### src/design/i2cm_pkg.sv
// Shared types, command codes and helpers for the I2C master bit engine.
// No dependencies; every other design file except i2cm_if imports this package.
package i2cm_pkg;

   // Command codes as carried on the request channel
   localparam logic [2:0] CMD_NONE  = 3'd0;
   localparam logic [2:0] CMD_START = 3'd1;
   localparam logic [2:0] CMD_STOP  = 3'd2;
   localparam logic [2:0] CMD_WRITE = 3'd3;
   localparam logic [2:0] CMD_READ  = 3'd4;

   localparam logic [3:0]  BYTE_BITS      = 4'd8;
   localparam logic [15:0] HALF_BIT_RESET = 16'd100;

   // One decoded tick as it sits in the queue
   typedef struct packed {
      logic [2:0] command;
      logic [7:0] write_data;
      logic       ack_bit;
      logic       scl_in;
      logic       sda_in;
   } tick_type;

   // Queue status seen by the front and back ends
   typedef struct packed {
      logic empty;
      logic full;
   } q_status_type;

   // SDA pull-down for the start of a bit slot: data bits come from the
   // shift register MSB, the acknowledge slot from the stored ACK bit.
   function automatic logic bit_sda_low(input logic [3:0] bit_count,
                                        input logic [7:0] shift,
                                        input logic       is_read,
                                        input logic       ack_send);
      logic data_slot;
      logic written;
      logic value;
      data_slot = (bit_count < BYTE_BITS);
      written   = data_slot != is_read;
      value     = data_slot ? shift[7] : ack_send;
      return written & ~value;
   endfunction

endpackage

### src/design/i2cm_if.sv
// Channel interfaces of the I2C master bit engine: request, response, CSR.
// No dependencies.
interface i2cm_req_if;
   logic       valid;
   logic       ready;
   logic [2:0] command;
   logic [7:0] write_data;
   logic       ack_bit;
   logic       scl_in;
   logic       sda_in;
   modport source (output valid, command, write_data, ack_bit, scl_in, sda_in,
                   input ready);
   modport sink   (input valid, command, write_data, ack_bit, scl_in, sda_in,
                   output ready);
endinterface

interface i2cm_rsp_if;
   logic       valid;
   logic       ready;
   logic       scl_drive_low;
   logic       sda_drive_low;
   logic       busy_res;
   logic       done_res;
   logic [7:0] read_data;
   logic       nack_received;
   logic       arb_lost;
   modport source (output valid, scl_drive_low, sda_drive_low, busy_res, done_res,
                   read_data, nack_received, arb_lost, input ready);
   modport sink   (input valid, scl_drive_low, sda_drive_low, busy_res, done_res,
                   read_data, nack_received, arb_lost, output ready);
endinterface

interface i2cm_csr_if;
   logic        valid;
   logic        ready;
   logic [15:0] half_bit_ticks;
   modport source (output valid, half_bit_ticks, input ready);
   modport sink   (input valid, half_bit_ticks, output ready);
endinterface

### src/design/i2c_master_bit_engine.sv
// Top level of the I2C master bit engine: front end, tick queue, back end.
// Depends on i2cm_pkg, i2cm_if, i2cm_front, i2cm_queue and i2cm_back.
//
// Usage: every request word on req_ch is one timing tick carrying the sampled
// SCL/SDA levels and an optional command (start, stop, write byte, read
// byte), which is taken only while the engine is idle. Every request word
// yields exactly one response word on rsp_ch with the line drives, busy,
// done, last read byte, last acknowledge and an arbitration-lost pulse.
// csr_ch writes the half-bit tick count (reset value 100); it is always
// ready and should only be written while the engine is idle.
// A response word is registered: its request word lands in the tick queue
// when accepted, and the sequencer steps it from the queue head into the
// output register once the output register can take a word.
// Throughput: one word per cycle, one sequencer step per tick, while rsp_ch does not stall.
// Reset (synchronous, active high) releases both lines, clears the state
// and empties the queue. When the response side stalls, the output word is
// held and up to QUEUE_DEPTH request words are still taken before
// req_ch.ready drops.
module i2c_master_bit_engine #(
   parameter int QUEUE_DEPTH = 4
) (
   input  logic        clock,
   input  logic        reset,
   i2cm_req_if.sink    req_ch,
   i2cm_rsp_if.source  rsp_ch,
   i2cm_csr_if.sink    csr_ch
);
   import i2cm_pkg::*;

   logic         push;
   logic         pop;
   tick_type     push_tick;
   tick_type     head_tick;
   q_status_type q_status;

   i2cm_front u_front (
      .req_ch    (req_ch),
      .q_status  (q_status),
      .push      (push),
      .push_tick (push_tick)
   );

   i2cm_queue #(
      .DEPTH (QUEUE_DEPTH)
   ) u_queue (
      .clock     (clock),
      .reset     (reset),
      .push      (push),
      .push_tick (push_tick),
      .pop       (pop),
      .head_tick (head_tick),
      .q_status  (q_status)
   );

   i2cm_back u_back (
      .clock     (clock),
      .reset     (reset),
      .csr_ch    (csr_ch),
      .rsp_ch    (rsp_ch),
      .head_tick (head_tick),
      .q_status  (q_status),
      .pop       (pop)
   );

endmodule

### src/design/i2cm_front.sv
// Front end: takes request words, normalizes the command code, pushes the
// decoded tick into the queue. Depends on i2cm_pkg and i2cm_if.
module i2cm_front (
   i2cm_req_if.sink              req_ch,
   input  i2cm_pkg::q_status_type q_status,
   output logic                  push,
   output i2cm_pkg::tick_type    push_tick
);
   import i2cm_pkg::*;

   logic [2:0] cmd_norm;

   // Undefined command codes collapse to "none"
   always_comb begin
      case (req_ch.command)
         CMD_START: cmd_norm = CMD_START;
         CMD_STOP:  cmd_norm = CMD_STOP;
         CMD_WRITE: cmd_norm = CMD_WRITE;
         CMD_READ:  cmd_norm = CMD_READ;
         default:   cmd_norm = CMD_NONE;
      endcase
   end

   assign req_ch.ready = ~q_status.full;
   assign push         = req_ch.valid & ~q_status.full;

   always_comb begin
      push_tick.command    = cmd_norm;
      push_tick.write_data = req_ch.write_data;
      push_tick.ack_bit    = req_ch.ack_bit;
      push_tick.scl_in     = req_ch.scl_in;
      push_tick.sda_in     = req_ch.sda_in;
   end

endmodule

### src/design/i2cm_queue.sv
// Small FIFO of decoded ticks between front and back ends.
// Depends on i2cm_pkg.
module i2cm_queue #(
   parameter int DEPTH = 4
) (
   input  logic                   clock,
   input  logic                   reset,
   input  logic                   push,
   input  i2cm_pkg::tick_type     push_tick,
   input  logic                   pop,
   output i2cm_pkg::tick_type     head_tick,
   output i2cm_pkg::q_status_type q_status
);
   import i2cm_pkg::*;

   localparam int PW = $clog2(DEPTH);
   localparam int CW = $clog2(DEPTH + 1);
   localparam logic [PW-1:0] LAST_PTR = PW'(DEPTH - 1);
   localparam logic [CW-1:0] FULL_CNT = CW'(DEPTH);

   tick_type        mem_ff [DEPTH];
   logic [PW-1:0]   wr_ptr_ff, wr_ptr_in;
   logic [PW-1:0]   rd_ptr_ff, rd_ptr_in;
   logic [CW-1:0]   count_ff, count_in;

   assign q_status.empty = (count_ff == '0);
   assign q_status.full  = (count_ff == FULL_CNT);
   assign head_tick      = mem_ff[rd_ptr_ff];

   // Pointer and fill count update
   always_comb begin
      wr_ptr_in = wr_ptr_ff;
      rd_ptr_in = rd_ptr_ff;
      count_in  = count_ff;
      if (push) begin
         wr_ptr_in = (wr_ptr_ff == LAST_PTR) ? '0 : wr_ptr_ff + 1'b1;
      end
      if (pop) begin
         rd_ptr_in = (rd_ptr_ff == LAST_PTR) ? '0 : rd_ptr_ff + 1'b1;
      end
      case ({push, pop})
         2'b10:   count_in = count_ff + 1'b1;
         2'b01:   count_in = count_ff - 1'b1;
         default: count_in = count_ff;
      endcase
   end

   always_ff @(posedge clock) begin
      if (reset) begin
         wr_ptr_ff <= '0;
         rd_ptr_ff <= '0;
         count_ff  <= '0;
      end else begin
         wr_ptr_ff <= wr_ptr_in;
         rd_ptr_ff <= rd_ptr_in;
         count_ff  <= count_in;
      end
   end

   // Storage
   always_ff @(posedge clock) begin
      if (push) begin
         mem_ff[wr_ptr_ff] <= push_tick;
      end
   end

   a_no_overflow: assert property (@(posedge clock) disable iff (reset)
      !(push && q_status.full)) else $error("queue push while full");
   a_no_underflow: assert property (@(posedge clock) disable iff (reset)
      !(pop && q_status.empty)) else $error("queue pop while empty");
   a_count_range: assert property (@(posedge clock) disable iff (reset)
      count_ff <= FULL_CNT) else $error("queue fill count out of range");

endmodule

### src/design/i2cm_back.sv
// Back end: I2C bit sequencer stepped once per tick, CSR register and the
// response output register. Depends on i2cm_pkg and i2cm_if.
module i2cm_back (
   input  logic                   clock,
   input  logic                   reset,
   i2cm_csr_if.sink               csr_ch,
   i2cm_rsp_if.source             rsp_ch,
   input  i2cm_pkg::tick_type     head_tick,
   input  i2cm_pkg::q_status_type q_status,
   output logic                   pop
);
   import i2cm_pkg::*;

   // Sequencer states
   localparam logic [3:0] PH_IDLE     = 4'd0;
   localparam logic [3:0] PH_RS_REL   = 4'd1;
   localparam logic [3:0] PH_RS_WAIT  = 4'd2;
   localparam logic [3:0] PH_RS_SETUP = 4'd3;
   localparam logic [3:0] PH_ST_HOLD  = 4'd4;
   localparam logic [3:0] PH_SP_LOW   = 4'd5;
   localparam logic [3:0] PH_SP_WAIT  = 4'd6;
   localparam logic [3:0] PH_SP_SETUP = 4'd7;
   localparam logic [3:0] PH_SP_HIGH  = 4'd8;
   localparam logic [3:0] PH_SP_END   = 4'd9;
   localparam logic [3:0] PH_BIT_SET  = 4'd10;
   localparam logic [3:0] PH_BIT_WAIT = 4'd11;
   localparam logic [3:0] PH_BIT_HOLD = 4'd12;

   logic [15:0] half_ticks_ff;
   logic [3:0]  phase_ff, phase_in;
   logic [3:0]  bit_count_ff, bit_count_in;
   logic [7:0]  shift_ff, shift_in;
   logic [15:0] delay_ff, delay_in;
   logic        open_ff, open_in;
   logic        scl_low_ff, scl_low_in;
   logic        sda_low_ff, sda_low_in;
   logic [7:0]  rdata_ff, rdata_in;
   logic        ack_seen_ff, ack_seen_in;
   logic        is_read_ff, is_read_in;
   logic        ack_send_ff, ack_send_in;
   logic        done_in, arb_in;

   logic [15:0] n_eff;
   logic        dly_done;
   logic [15:0] dly_next;
   logic        data_slot;
   logic        slot_written;
   logic        slot_value;

   // Output register
   logic        rsp_valid_ff;
   logic        busy_ff, done_ff, arb_ff;

   assign csr_ch.ready = 1'b1;

   // The queue head is stepped whenever the output register can take a word
   assign pop = ~q_status.empty & (~rsp_valid_ff | rsp_ch.ready);

   // Delay phase counter: a zero setting counts as one tick
   always_comb begin
      n_eff    = (half_ticks_ff == '0) ? 16'd1 : half_ticks_ff;
      dly_done = ({1'b0, delay_ff} + 17'd1) >= {1'b0, n_eff};
      dly_next = dly_done ? '0 : delay_ff + 16'd1;
   end

   // Current bit slot: driven by the master or sampled from the slave
   always_comb begin
      data_slot    = (bit_count_ff < BYTE_BITS);
      slot_written = data_slot != is_read_ff;
      slot_value   = data_slot ? shift_ff[7] : ack_send_ff;
   end

   // Next-state logic for one tick
   always_comb begin
      phase_in     = phase_ff;
      bit_count_in = bit_count_ff;
      shift_in     = shift_ff;
      delay_in     = delay_ff;
      open_in      = open_ff;
      scl_low_in   = scl_low_ff;
      sda_low_in   = sda_low_ff;
      rdata_in     = rdata_ff;
      ack_seen_in  = ack_seen_ff;
      is_read_in   = is_read_ff;
      ack_send_in  = ack_send_ff;
      done_in      = 1'b0;
      arb_in       = 1'b0;
      case (phase_ff)
         PH_IDLE: begin
            case (head_tick.command)
               CMD_START: begin
                  delay_in = '0;
                  if (open_ff) begin
                     sda_low_in = 1'b0;
                     phase_in   = PH_RS_REL;
                  end else begin
                     arb_in     = ~head_tick.sda_in;
                     sda_low_in = 1'b1;
                     phase_in   = PH_ST_HOLD;
                  end
               end
               CMD_STOP: begin
                  sda_low_in = 1'b1;
                  delay_in   = '0;
                  phase_in   = PH_SP_LOW;
               end
               CMD_WRITE, CMD_READ: begin
                  is_read_in   = (head_tick.command == CMD_READ);
                  ack_send_in  = head_tick.ack_bit;
                  shift_in     = is_read_in ? 8'h00 : head_tick.write_data;
                  bit_count_in = '0;
                  sda_low_in   = bit_sda_low(4'd0, shift_in, is_read_in,
                                             head_tick.ack_bit);
                  delay_in     = '0;
                  phase_in     = PH_BIT_SET;
               end
               default: begin
                  phase_in = PH_IDLE;
               end
            endcase
         end
         PH_RS_REL: begin
            delay_in = dly_next;
            if (dly_done) begin
               scl_low_in = 1'b0;
               phase_in   = PH_RS_WAIT;
            end
         end
         PH_RS_WAIT: begin
            if (head_tick.scl_in) begin
               delay_in = '0;
               phase_in = PH_RS_SETUP;
            end
         end
         PH_RS_SETUP: begin
            delay_in = dly_next;
            if (dly_done) begin
               arb_in     = ~head_tick.sda_in;
               sda_low_in = 1'b1;
               phase_in   = PH_ST_HOLD;
            end
         end
         PH_ST_HOLD: begin
            delay_in = dly_next;
            if (dly_done) begin
               scl_low_in = 1'b1;
               open_in    = 1'b1;
               done_in    = 1'b1;
               phase_in   = PH_IDLE;
            end
         end
         PH_SP_LOW: begin
            delay_in = dly_next;
            if (dly_done) begin
               scl_low_in = 1'b0;
               phase_in   = PH_SP_WAIT;
            end
         end
         PH_SP_WAIT: begin
            if (head_tick.scl_in) begin
               delay_in = '0;
               phase_in = PH_SP_SETUP;
            end
         end
         PH_SP_SETUP: begin
            delay_in = dly_next;
            if (dly_done) begin
               sda_low_in = 1'b0;
               phase_in   = PH_SP_HIGH;
            end
         end
         PH_SP_HIGH: begin
            delay_in = dly_next;
            if (dly_done) begin
               arb_in   = ~head_tick.sda_in;
               phase_in = PH_SP_END;
            end
         end
         PH_SP_END: begin
            delay_in = dly_next;
            if (dly_done) begin
               open_in  = 1'b0;
               done_in  = 1'b1;
               phase_in = PH_IDLE;
            end
         end
         PH_BIT_SET: begin
            delay_in = dly_next;
            if (dly_done) begin
               scl_low_in = 1'b0;
               phase_in   = PH_BIT_WAIT;
            end
         end
         PH_BIT_WAIT: begin
            // SCL high (after any stretching): check or sample SDA
            if (head_tick.scl_in) begin
               if (slot_written) begin
                  arb_in = slot_value & ~head_tick.sda_in;
               end else if (data_slot) begin
                  shift_in = {shift_ff[6:0], head_tick.sda_in};
               end else begin
                  ack_seen_in = head_tick.sda_in;
               end
               delay_in = '0;
               phase_in = PH_BIT_HOLD;
            end
         end
         PH_BIT_HOLD: begin
            delay_in = dly_next;
            if (dly_done) begin
               scl_low_in = 1'b1;
               if (!is_read_ff && data_slot) begin
                  shift_in = {shift_ff[6:0], 1'b0};
               end
               bit_count_in = bit_count_ff + 4'd1;
               if (bit_count_in <= BYTE_BITS) begin
                  sda_low_in = bit_sda_low(bit_count_in, shift_in, is_read_ff,
                                           ack_send_ff);
                  phase_in   = PH_BIT_SET;
               end else begin
                  if (is_read_ff) begin
                     rdata_in = shift_in;
                  end
                  bit_count_in = '0;
                  done_in      = 1'b1;
                  phase_in     = PH_IDLE;
               end
            end
         end
         default: begin
            delay_in = '0;
            phase_in = PH_IDLE;
         end
      endcase
   end

   // Sequencer state and configuration
   always_ff @(posedge clock) begin
      if (reset) begin
         half_ticks_ff <= HALF_BIT_RESET;
         phase_ff      <= PH_IDLE;
         bit_count_ff  <= '0;
         shift_ff      <= '0;
         delay_ff      <= '0;
         open_ff       <= 1'b0;
         scl_low_ff    <= 1'b0;
         sda_low_ff    <= 1'b0;
         rdata_ff      <= '0;
         ack_seen_ff   <= 1'b0;
         is_read_ff    <= 1'b0;
         ack_send_ff   <= 1'b0;
      end else begin
         if (csr_ch.valid) begin
            half_ticks_ff <= csr_ch.half_bit_ticks;
         end
         if (pop) begin
            phase_ff     <= phase_in;
            bit_count_ff <= bit_count_in;
            shift_ff     <= shift_in;
            delay_ff     <= delay_in;
            open_ff      <= open_in;
            scl_low_ff   <= scl_low_in;
            sda_low_ff   <= sda_low_in;
            rdata_ff     <= rdata_in;
            ack_seen_ff  <= ack_seen_in;
            is_read_ff   <= is_read_in;
            ack_send_ff  <= ack_send_in;
         end
      end
   end

   // Response word register
   always_ff @(posedge clock) begin
      if (reset) begin
         rsp_valid_ff <= 1'b0;
      end else if (pop) begin
         rsp_valid_ff <= 1'b1;
      end else if (rsp_ch.ready) begin
         rsp_valid_ff <= 1'b0;
      end
   end

   always_ff @(posedge clock) begin
      if (pop) begin
         busy_ff <= (phase_in != PH_IDLE);
         done_ff <= done_in;
         arb_ff  <= arb_in;
      end
   end

   assign rsp_ch.valid         = rsp_valid_ff;
   assign rsp_ch.scl_drive_low = scl_low_ff;
   assign rsp_ch.sda_drive_low = sda_low_ff;
   assign rsp_ch.busy_res      = busy_ff;
   assign rsp_ch.done_res      = done_ff;
   assign rsp_ch.read_data     = rdata_ff;
   assign rsp_ch.nack_received = ack_seen_ff;
   assign rsp_ch.arb_lost      = arb_ff;

   a_idle_delay_clear: assert property (@(posedge clock) disable iff (reset)
      (phase_ff == PH_IDLE) |-> (delay_ff == '0))
      else $error("delay counter not clear while idle");
   a_bit_count_range: assert property (@(posedge clock) disable iff (reset)
      bit_count_ff <= BYTE_BITS) else $error("bit counter out of range");
   a_done_not_busy: assert property (@(posedge clock) disable iff (reset)
      (rsp_valid_ff && done_ff) |-> !busy_ff)
      else $error("done reported while still busy");

endmodule

### src/flat_wrapper.sv
// flat-port wrapper written by rule: the top's interface ports become plain ports
module i2c_master_bit_engine_flat import i2cm_pkg::*;
#(
   parameter int QUEUE_DEPTH = 4
)
  (clock, reset, req_ch_valid, req_ch_command, req_ch_write_data, req_ch_ack_bit, req_ch_scl_in, req_ch_sda_in, req_ch_ready, rsp_ch_valid, rsp_ch_scl_drive_low, rsp_ch_sda_drive_low, rsp_ch_busy_res, rsp_ch_done_res, rsp_ch_read_data, rsp_ch_nack_received, rsp_ch_arb_lost, rsp_ch_ready, csr_ch_valid, csr_ch_half_bit_ticks, csr_ch_ready);
  i2cm_req_if req_ch_i ();
  i2cm_rsp_if rsp_ch_i ();
  i2cm_csr_if csr_ch_i ();
  input  logic clock;
  input  logic reset;
  input wire logic [$bits(req_ch_i.valid)-1:0] req_ch_valid;
  input wire logic [$bits(req_ch_i.command)-1:0] req_ch_command;
  input wire logic [$bits(req_ch_i.write_data)-1:0] req_ch_write_data;
  input wire logic [$bits(req_ch_i.ack_bit)-1:0] req_ch_ack_bit;
  input wire logic [$bits(req_ch_i.scl_in)-1:0] req_ch_scl_in;
  input wire logic [$bits(req_ch_i.sda_in)-1:0] req_ch_sda_in;
  output wire logic [$bits(req_ch_i.ready)-1:0] req_ch_ready;
  output wire logic [$bits(rsp_ch_i.valid)-1:0] rsp_ch_valid;
  output wire logic [$bits(rsp_ch_i.scl_drive_low)-1:0] rsp_ch_scl_drive_low;
  output wire logic [$bits(rsp_ch_i.sda_drive_low)-1:0] rsp_ch_sda_drive_low;
  output wire logic [$bits(rsp_ch_i.busy_res)-1:0] rsp_ch_busy_res;
  output wire logic [$bits(rsp_ch_i.done_res)-1:0] rsp_ch_done_res;
  output wire logic [$bits(rsp_ch_i.read_data)-1:0] rsp_ch_read_data;
  output wire logic [$bits(rsp_ch_i.nack_received)-1:0] rsp_ch_nack_received;
  output wire logic [$bits(rsp_ch_i.arb_lost)-1:0] rsp_ch_arb_lost;
  input wire logic [$bits(rsp_ch_i.ready)-1:0] rsp_ch_ready;
  input wire logic [$bits(csr_ch_i.valid)-1:0] csr_ch_valid;
  input wire logic [$bits(csr_ch_i.half_bit_ticks)-1:0] csr_ch_half_bit_ticks;
  output wire logic [$bits(csr_ch_i.ready)-1:0] csr_ch_ready;
  assign req_ch_i.valid = req_ch_valid;
  assign req_ch_i.command = req_ch_command;
  assign req_ch_i.write_data = req_ch_write_data;
  assign req_ch_i.ack_bit = req_ch_ack_bit;
  assign req_ch_i.scl_in = req_ch_scl_in;
  assign req_ch_i.sda_in = req_ch_sda_in;
  assign req_ch_ready = req_ch_i.ready;
  assign rsp_ch_valid = rsp_ch_i.valid;
  assign rsp_ch_scl_drive_low = rsp_ch_i.scl_drive_low;
  assign rsp_ch_sda_drive_low = rsp_ch_i.sda_drive_low;
  assign rsp_ch_busy_res = rsp_ch_i.busy_res;
  assign rsp_ch_done_res = rsp_ch_i.done_res;
  assign rsp_ch_read_data = rsp_ch_i.read_data;
  assign rsp_ch_nack_received = rsp_ch_i.nack_received;
  assign rsp_ch_arb_lost = rsp_ch_i.arb_lost;
  assign rsp_ch_i.ready = rsp_ch_ready;
  assign csr_ch_i.valid = csr_ch_valid;
  assign csr_ch_i.half_bit_ticks = csr_ch_half_bit_ticks;
  assign csr_ch_ready = csr_ch_i.ready;
  i2c_master_bit_engine #(.QUEUE_DEPTH(QUEUE_DEPTH)) u_core (.clock(clock), .reset(reset), .req_ch(req_ch_i), .rsp_ch(rsp_ch_i), .csr_ch(csr_ch_i));
endmodule
### config.mk
export PLATFORM = sky130hd
export DESIGN_NAME = i2c_master_bit_engine_flat
export DESIGN_NICKNAME = d
export VERILOG_FILES = /design/src/design/i2cm_pkg.sv /design/src/design/i2cm_if.sv /design/src/design/i2c_master_bit_engine.sv /design/src/design/i2cm_front.sv /design/src/design/i2cm_queue.sv /design/src/design/i2cm_back.sv /design/src/flat_wrapper.sv
export SDC_FILE = /design/constraint.sdc
export NUM_CORES = 1
export LEC_CHECK = 0
export ABC_CLOCK_PERIOD_IN_PS = 3500
export BUFFER_PORTS_ARGS = -buffer_cell sky130_fd_sc_hd__buf_4
export CAP_MARGIN = 40
export CELL_PAD_IN_SITES_DETAIL_PLACEMENT = 0
export CELL_PAD_IN_SITES_GLOBAL_PLACEMENT = 2
export CORE_UTILIZATION = 36
export DETAILED_ROUTE_END_ITERATION = 10
export PLACE_DENSITY = 0.88
export SYNTH_ARGS = -nofsm -noshare
export SYNTH_HDL_FRONTEND = slang
export SYNTH_HIERARCHICAL = 1
export SYNTH_SLANG_ARGS = --single-unit
### constraint.sdc
create_clock -name clock -period 3.5 [get_ports clock]
set_input_delay 0.35 -clock clock [delete_from_list [all_inputs] [get_ports clock]]
set_output_delay 0.35 -clock clock [all_outputs]
set_load 0.05 [all_outputs]
==> flow_summary.yaml <==
routing:
  avgViaCountPerCell: 5.50
  via_count: 5163
  drtIter0Drc: 271
  wirelength_mm: 16.4
  wl_per_cell_um: 17.5
  drt-pass1-iter-count: 5
  drc: 0
  antenna_left: 0
synth:
  ys_seq_elements: 131
  ys_seq_area_share_pct: 47.2
  yosysWarnings: 6
  ys.flop_type: "dfxtp_1"
  synth-edff-count: 59
  syn-num-nets: 702
  synth_cells: 640
  avgSynthCellArea_um2: 10.6
  yosys-top-cells-area: "edfxtp_1, dfxtp_1, ha_1"
  ys_types: 77
  synth_area_um2: 6810
  yosysTopAreaCell: "edfxtp_1"
  ys_async_sr_fraction_pct: 0
  yosysTopAreaCellShare_pct: 26.0
setup_path:
  path_cells: "ha_2, nand3_2, nor4_2, and3_1, nand3_2, xnor2_2, ha_4, nand4_1, o41ai_2, nand2_1, nand2_4, buf_4, o21ai_0, a21oi_2, o32ai_1"
  path_buf_inv: 1
  cp_max_fo: 8
  cp_slowest_stage_delay_ns: 0.40
  critPathTopFamily: "simple AND/OR/NAND/NOR gates"
  crit_path_end_kind: "register"
  crit_path_start_kind: "register"
  arrival_ns: 3.59
  cp.required_ns: 3.78
  r2r_slack_ns: 0.20
  critical_path_class: "register to register"
  cpMostUsedCell: "nand3_2"
  cp_slowest_cell: "a21oi_2"
finish:
  synthToLayoutAreaGrowth_pct: 19.8
  fin_nets: 758
  n_antenna_cell: 0
  final_area_um2: 8160
  drive_above_1_share_pct: 22.6
clocking:
  clk_latency_ns: 0.42
  cts.sinks: 131
  cts-buffers-inserted: 17
  htreeDepth: 4
  cts-root-buf: "clkbuf_16"
  ctsHoldBuffers: 0
  clk_pin_slew_worst_paths_ns: 0.06
  cts_buffer_depth: 2
  cts_tree: "done"
place:
  dpl_cell_area_um2: 7390
  place_hpwl_mm: 11.6
  preCtsSetupSlack_ns: -0.128
  io_buffers: 50
  place.gp.congestion: 0.841
die:
  rows: 49
  coreArea_um2: 18300
  die_h_um: 140
  die_width_um: 140
  start_util_pct: 37.3
  die_area_um2: 19500
  io-pin-count: 52
power_and_ir_drop:
  vdd_ir_drop_max_mv: 0.717
  cellPowerDensity_nw_per_um2: 717
  power_leakage_nw: 3.12
sta:
  tightest_slew_ns: 0.760
  grt_setup_unrepaired: "false"
  finalSetupViolCount: 0
  drv_slew: 0
  max_clock_freq_mhz: 303
  final.period_utilization_pct: 94.4
  relSlewSlack_pct: 49.3
  period_minus_slack_ns: 3.30
  finalClockSkew_ns: 0.00907
  fin_ws_ns: 0.195
  final_hold_viol_count: 0
global_routing:
  grt_pass1_wl_mm: 26.6
  grt_antenna_before_repair: 0
  grt_pass1_vias: 5080
  gr-total-overflow: 0
  grt_max_degree: 69
  gr-usage-all-layers_pct: 17.6
flow_run:
  max_cap_viol_count: 0
worst_hold_path:
  hold_class: "input pin to register"
run_status:
  outcome: "finished clean"
-- layer usage --
metal	wire [um]	share of wire (%)	global-route usage, %	vias to the layer above
met4	166	1.0	4.57	0
met1	7410	45	22.5	2526
met5	0	0	0	-
met2	8070	49	29.3	122
li1	-	-	-	2499
met3	745	4.5	4.82	16
-- cells in the final DEF (no fill, tap or decap), types with 5 or more instances in the layout --
cell type / Yosys / final
buf_4: 13 / 80
dfxtp_1: 72 / 68
edfxtp_1: 59 / 59
nor2_1: 48 / 48
inv_1: 43 / 43
nand2_1: 34 / 34
a21oi_1: 33 / 32
mux2i_1: 28 / 28
o21ai_0: 26 / 24
ha_1: 26 / 24
nand3_1: 23 / 21
clkbuf_16: 0 / 17
a311oi_1: 12 / 12
a22oi_1: 12 / 12
xnor2_1: 11 / 10
nor3_1: 11 / 10
mux4_2: 10 / 10
o211ai_1: 9 / 9
o32ai_1: 9 / 9
nand2b_1: 8 / 8
xor2_1: 8 / 8
nand4_1: 8 / 8
a211oi_1: 6 / 6
and3_1: 6 / 5
nor2b_1: 5 / 5
o31ai_1: 5 / 5
a41oi_1: 5 / 5
-- flip-flops by register name (all words and copies together) (netlist names), 2 cells and up, named ones only --
| register | count |
|---|---|
| u_core/u_back/bit_count_ff | 4 |
| u_core/u_back/delay_ff | 16 |
| u_core/u_back/half_ticks_ff | 16 |
| u_core/u_back/phase_ff | 4 |
| u_core/u_back/rsp_ch.read_data | 8 |
| u_core/u_back/shift_ff | 8 |
| u_core/u_queue/count_ff | 3 |
| u_core/u_queue/mem_ff | 56 |
| u_core/u_queue/rd_ptr_ff | 2 |
| u_core/u_queue/wr_ptr_ff | 2 |
-- stage by stage --
step                      setup TNS (ns)  total power [mW]  util (%)  std cells  hold slack [ns]
after global routing                   0              6.19      44.7        938           0.0963
after floorplan                        0              3.43         -        640            0.419
after CTS                              0              5.89      44.0        930            0.101
after detailed placement           -1.39              3.99      40.5        898            0.488
after global placement                 0              3.95      40.5        898            0.480
final                                  0              5.86      44.7        938            0.118
-- where the power goes --
part,total [mW],internal [mW],switching [mW]
Combinational,2.00,0.792,1.20
Clock,1.87,1.14,0.729
Sequential,1.99,1.80,0.184
Total,5.86,3.74,2.12
-- Yosys cell counts (all sizes together), types with 3 or more instances --
cell    count
a211oi      6
a21o        3
a21oi      36
a221oi      4
a22oi      12
a311oi     12
a31oi       3
a41oi       5
and2        5
and3        7
buf        25
clkbuf     20
dfxtp      72
edfxtp     59
ha         26
inv        44
mux2i      28
mux4       14
nand2      36
nand2b      8
nand3      25
nand4       8
nor2       50
nor2b       5
nor3       13
nor3b       5
nor4        5
o211ai     10
o21ai      27
o31ai       5
o32ai       9
or3         5
xnor2      11
xor2        8
-- area by class of cell --
class | instances | area (um^2)
Clock buffer | 17 | 425
Clock inverter | 15 | 193
Fill cell | 1715 | 10100
Inverter | 45 | 169
Multi-Input combinational cell | 419 | 3240
Sequential cell | 131 | 3220
Tap cell | 229 | 287
Timing Repair Buffer | 82 | 632
-- what timing repair did --
action	in CTS	in global routing
pin swaps	0	13
setup endpoints to repair	29	42
buffers inserted	0	8
resized for setup	6	17
hold endpoints to repair	0	0
-- worst paths after layout --
| kind | startpoint | endpoint | cells past startpoint |
|---|---|---|---|
| hold reg to reg | u_core/u_back/ack_send_ff | u_core/u_back/ack_send_ff | 2 |
| setup / recovery | u_core/u_back/delay_ff[1] | u_core/u_back/shift_ff[1] | 15 |
| setup reg to reg | u_core/u_back/delay_ff[1] | u_core/u_back/shift_ff[1] | 15 |
| hold / removal | req_ch_write_data[6] | u_core/u_queue/mem_ff[3][9] | 1 |
-- kinds of logic after synthesis --
group	count (synthesis)	synth area share [%]
AO/OA/AOI/OAI	150	15.6
XOR/XNOR	19	2.44
adder cells (fa/ha/maj)	27	5.07
buffers and inverters	90	6.61
flip-flops	131	47.2
multiplexers	42	8.96
other	1	0.0550
AND/OR/NAND/NOR	180	14.1
No activity file was read; power rests on OpenSTA's default activity.
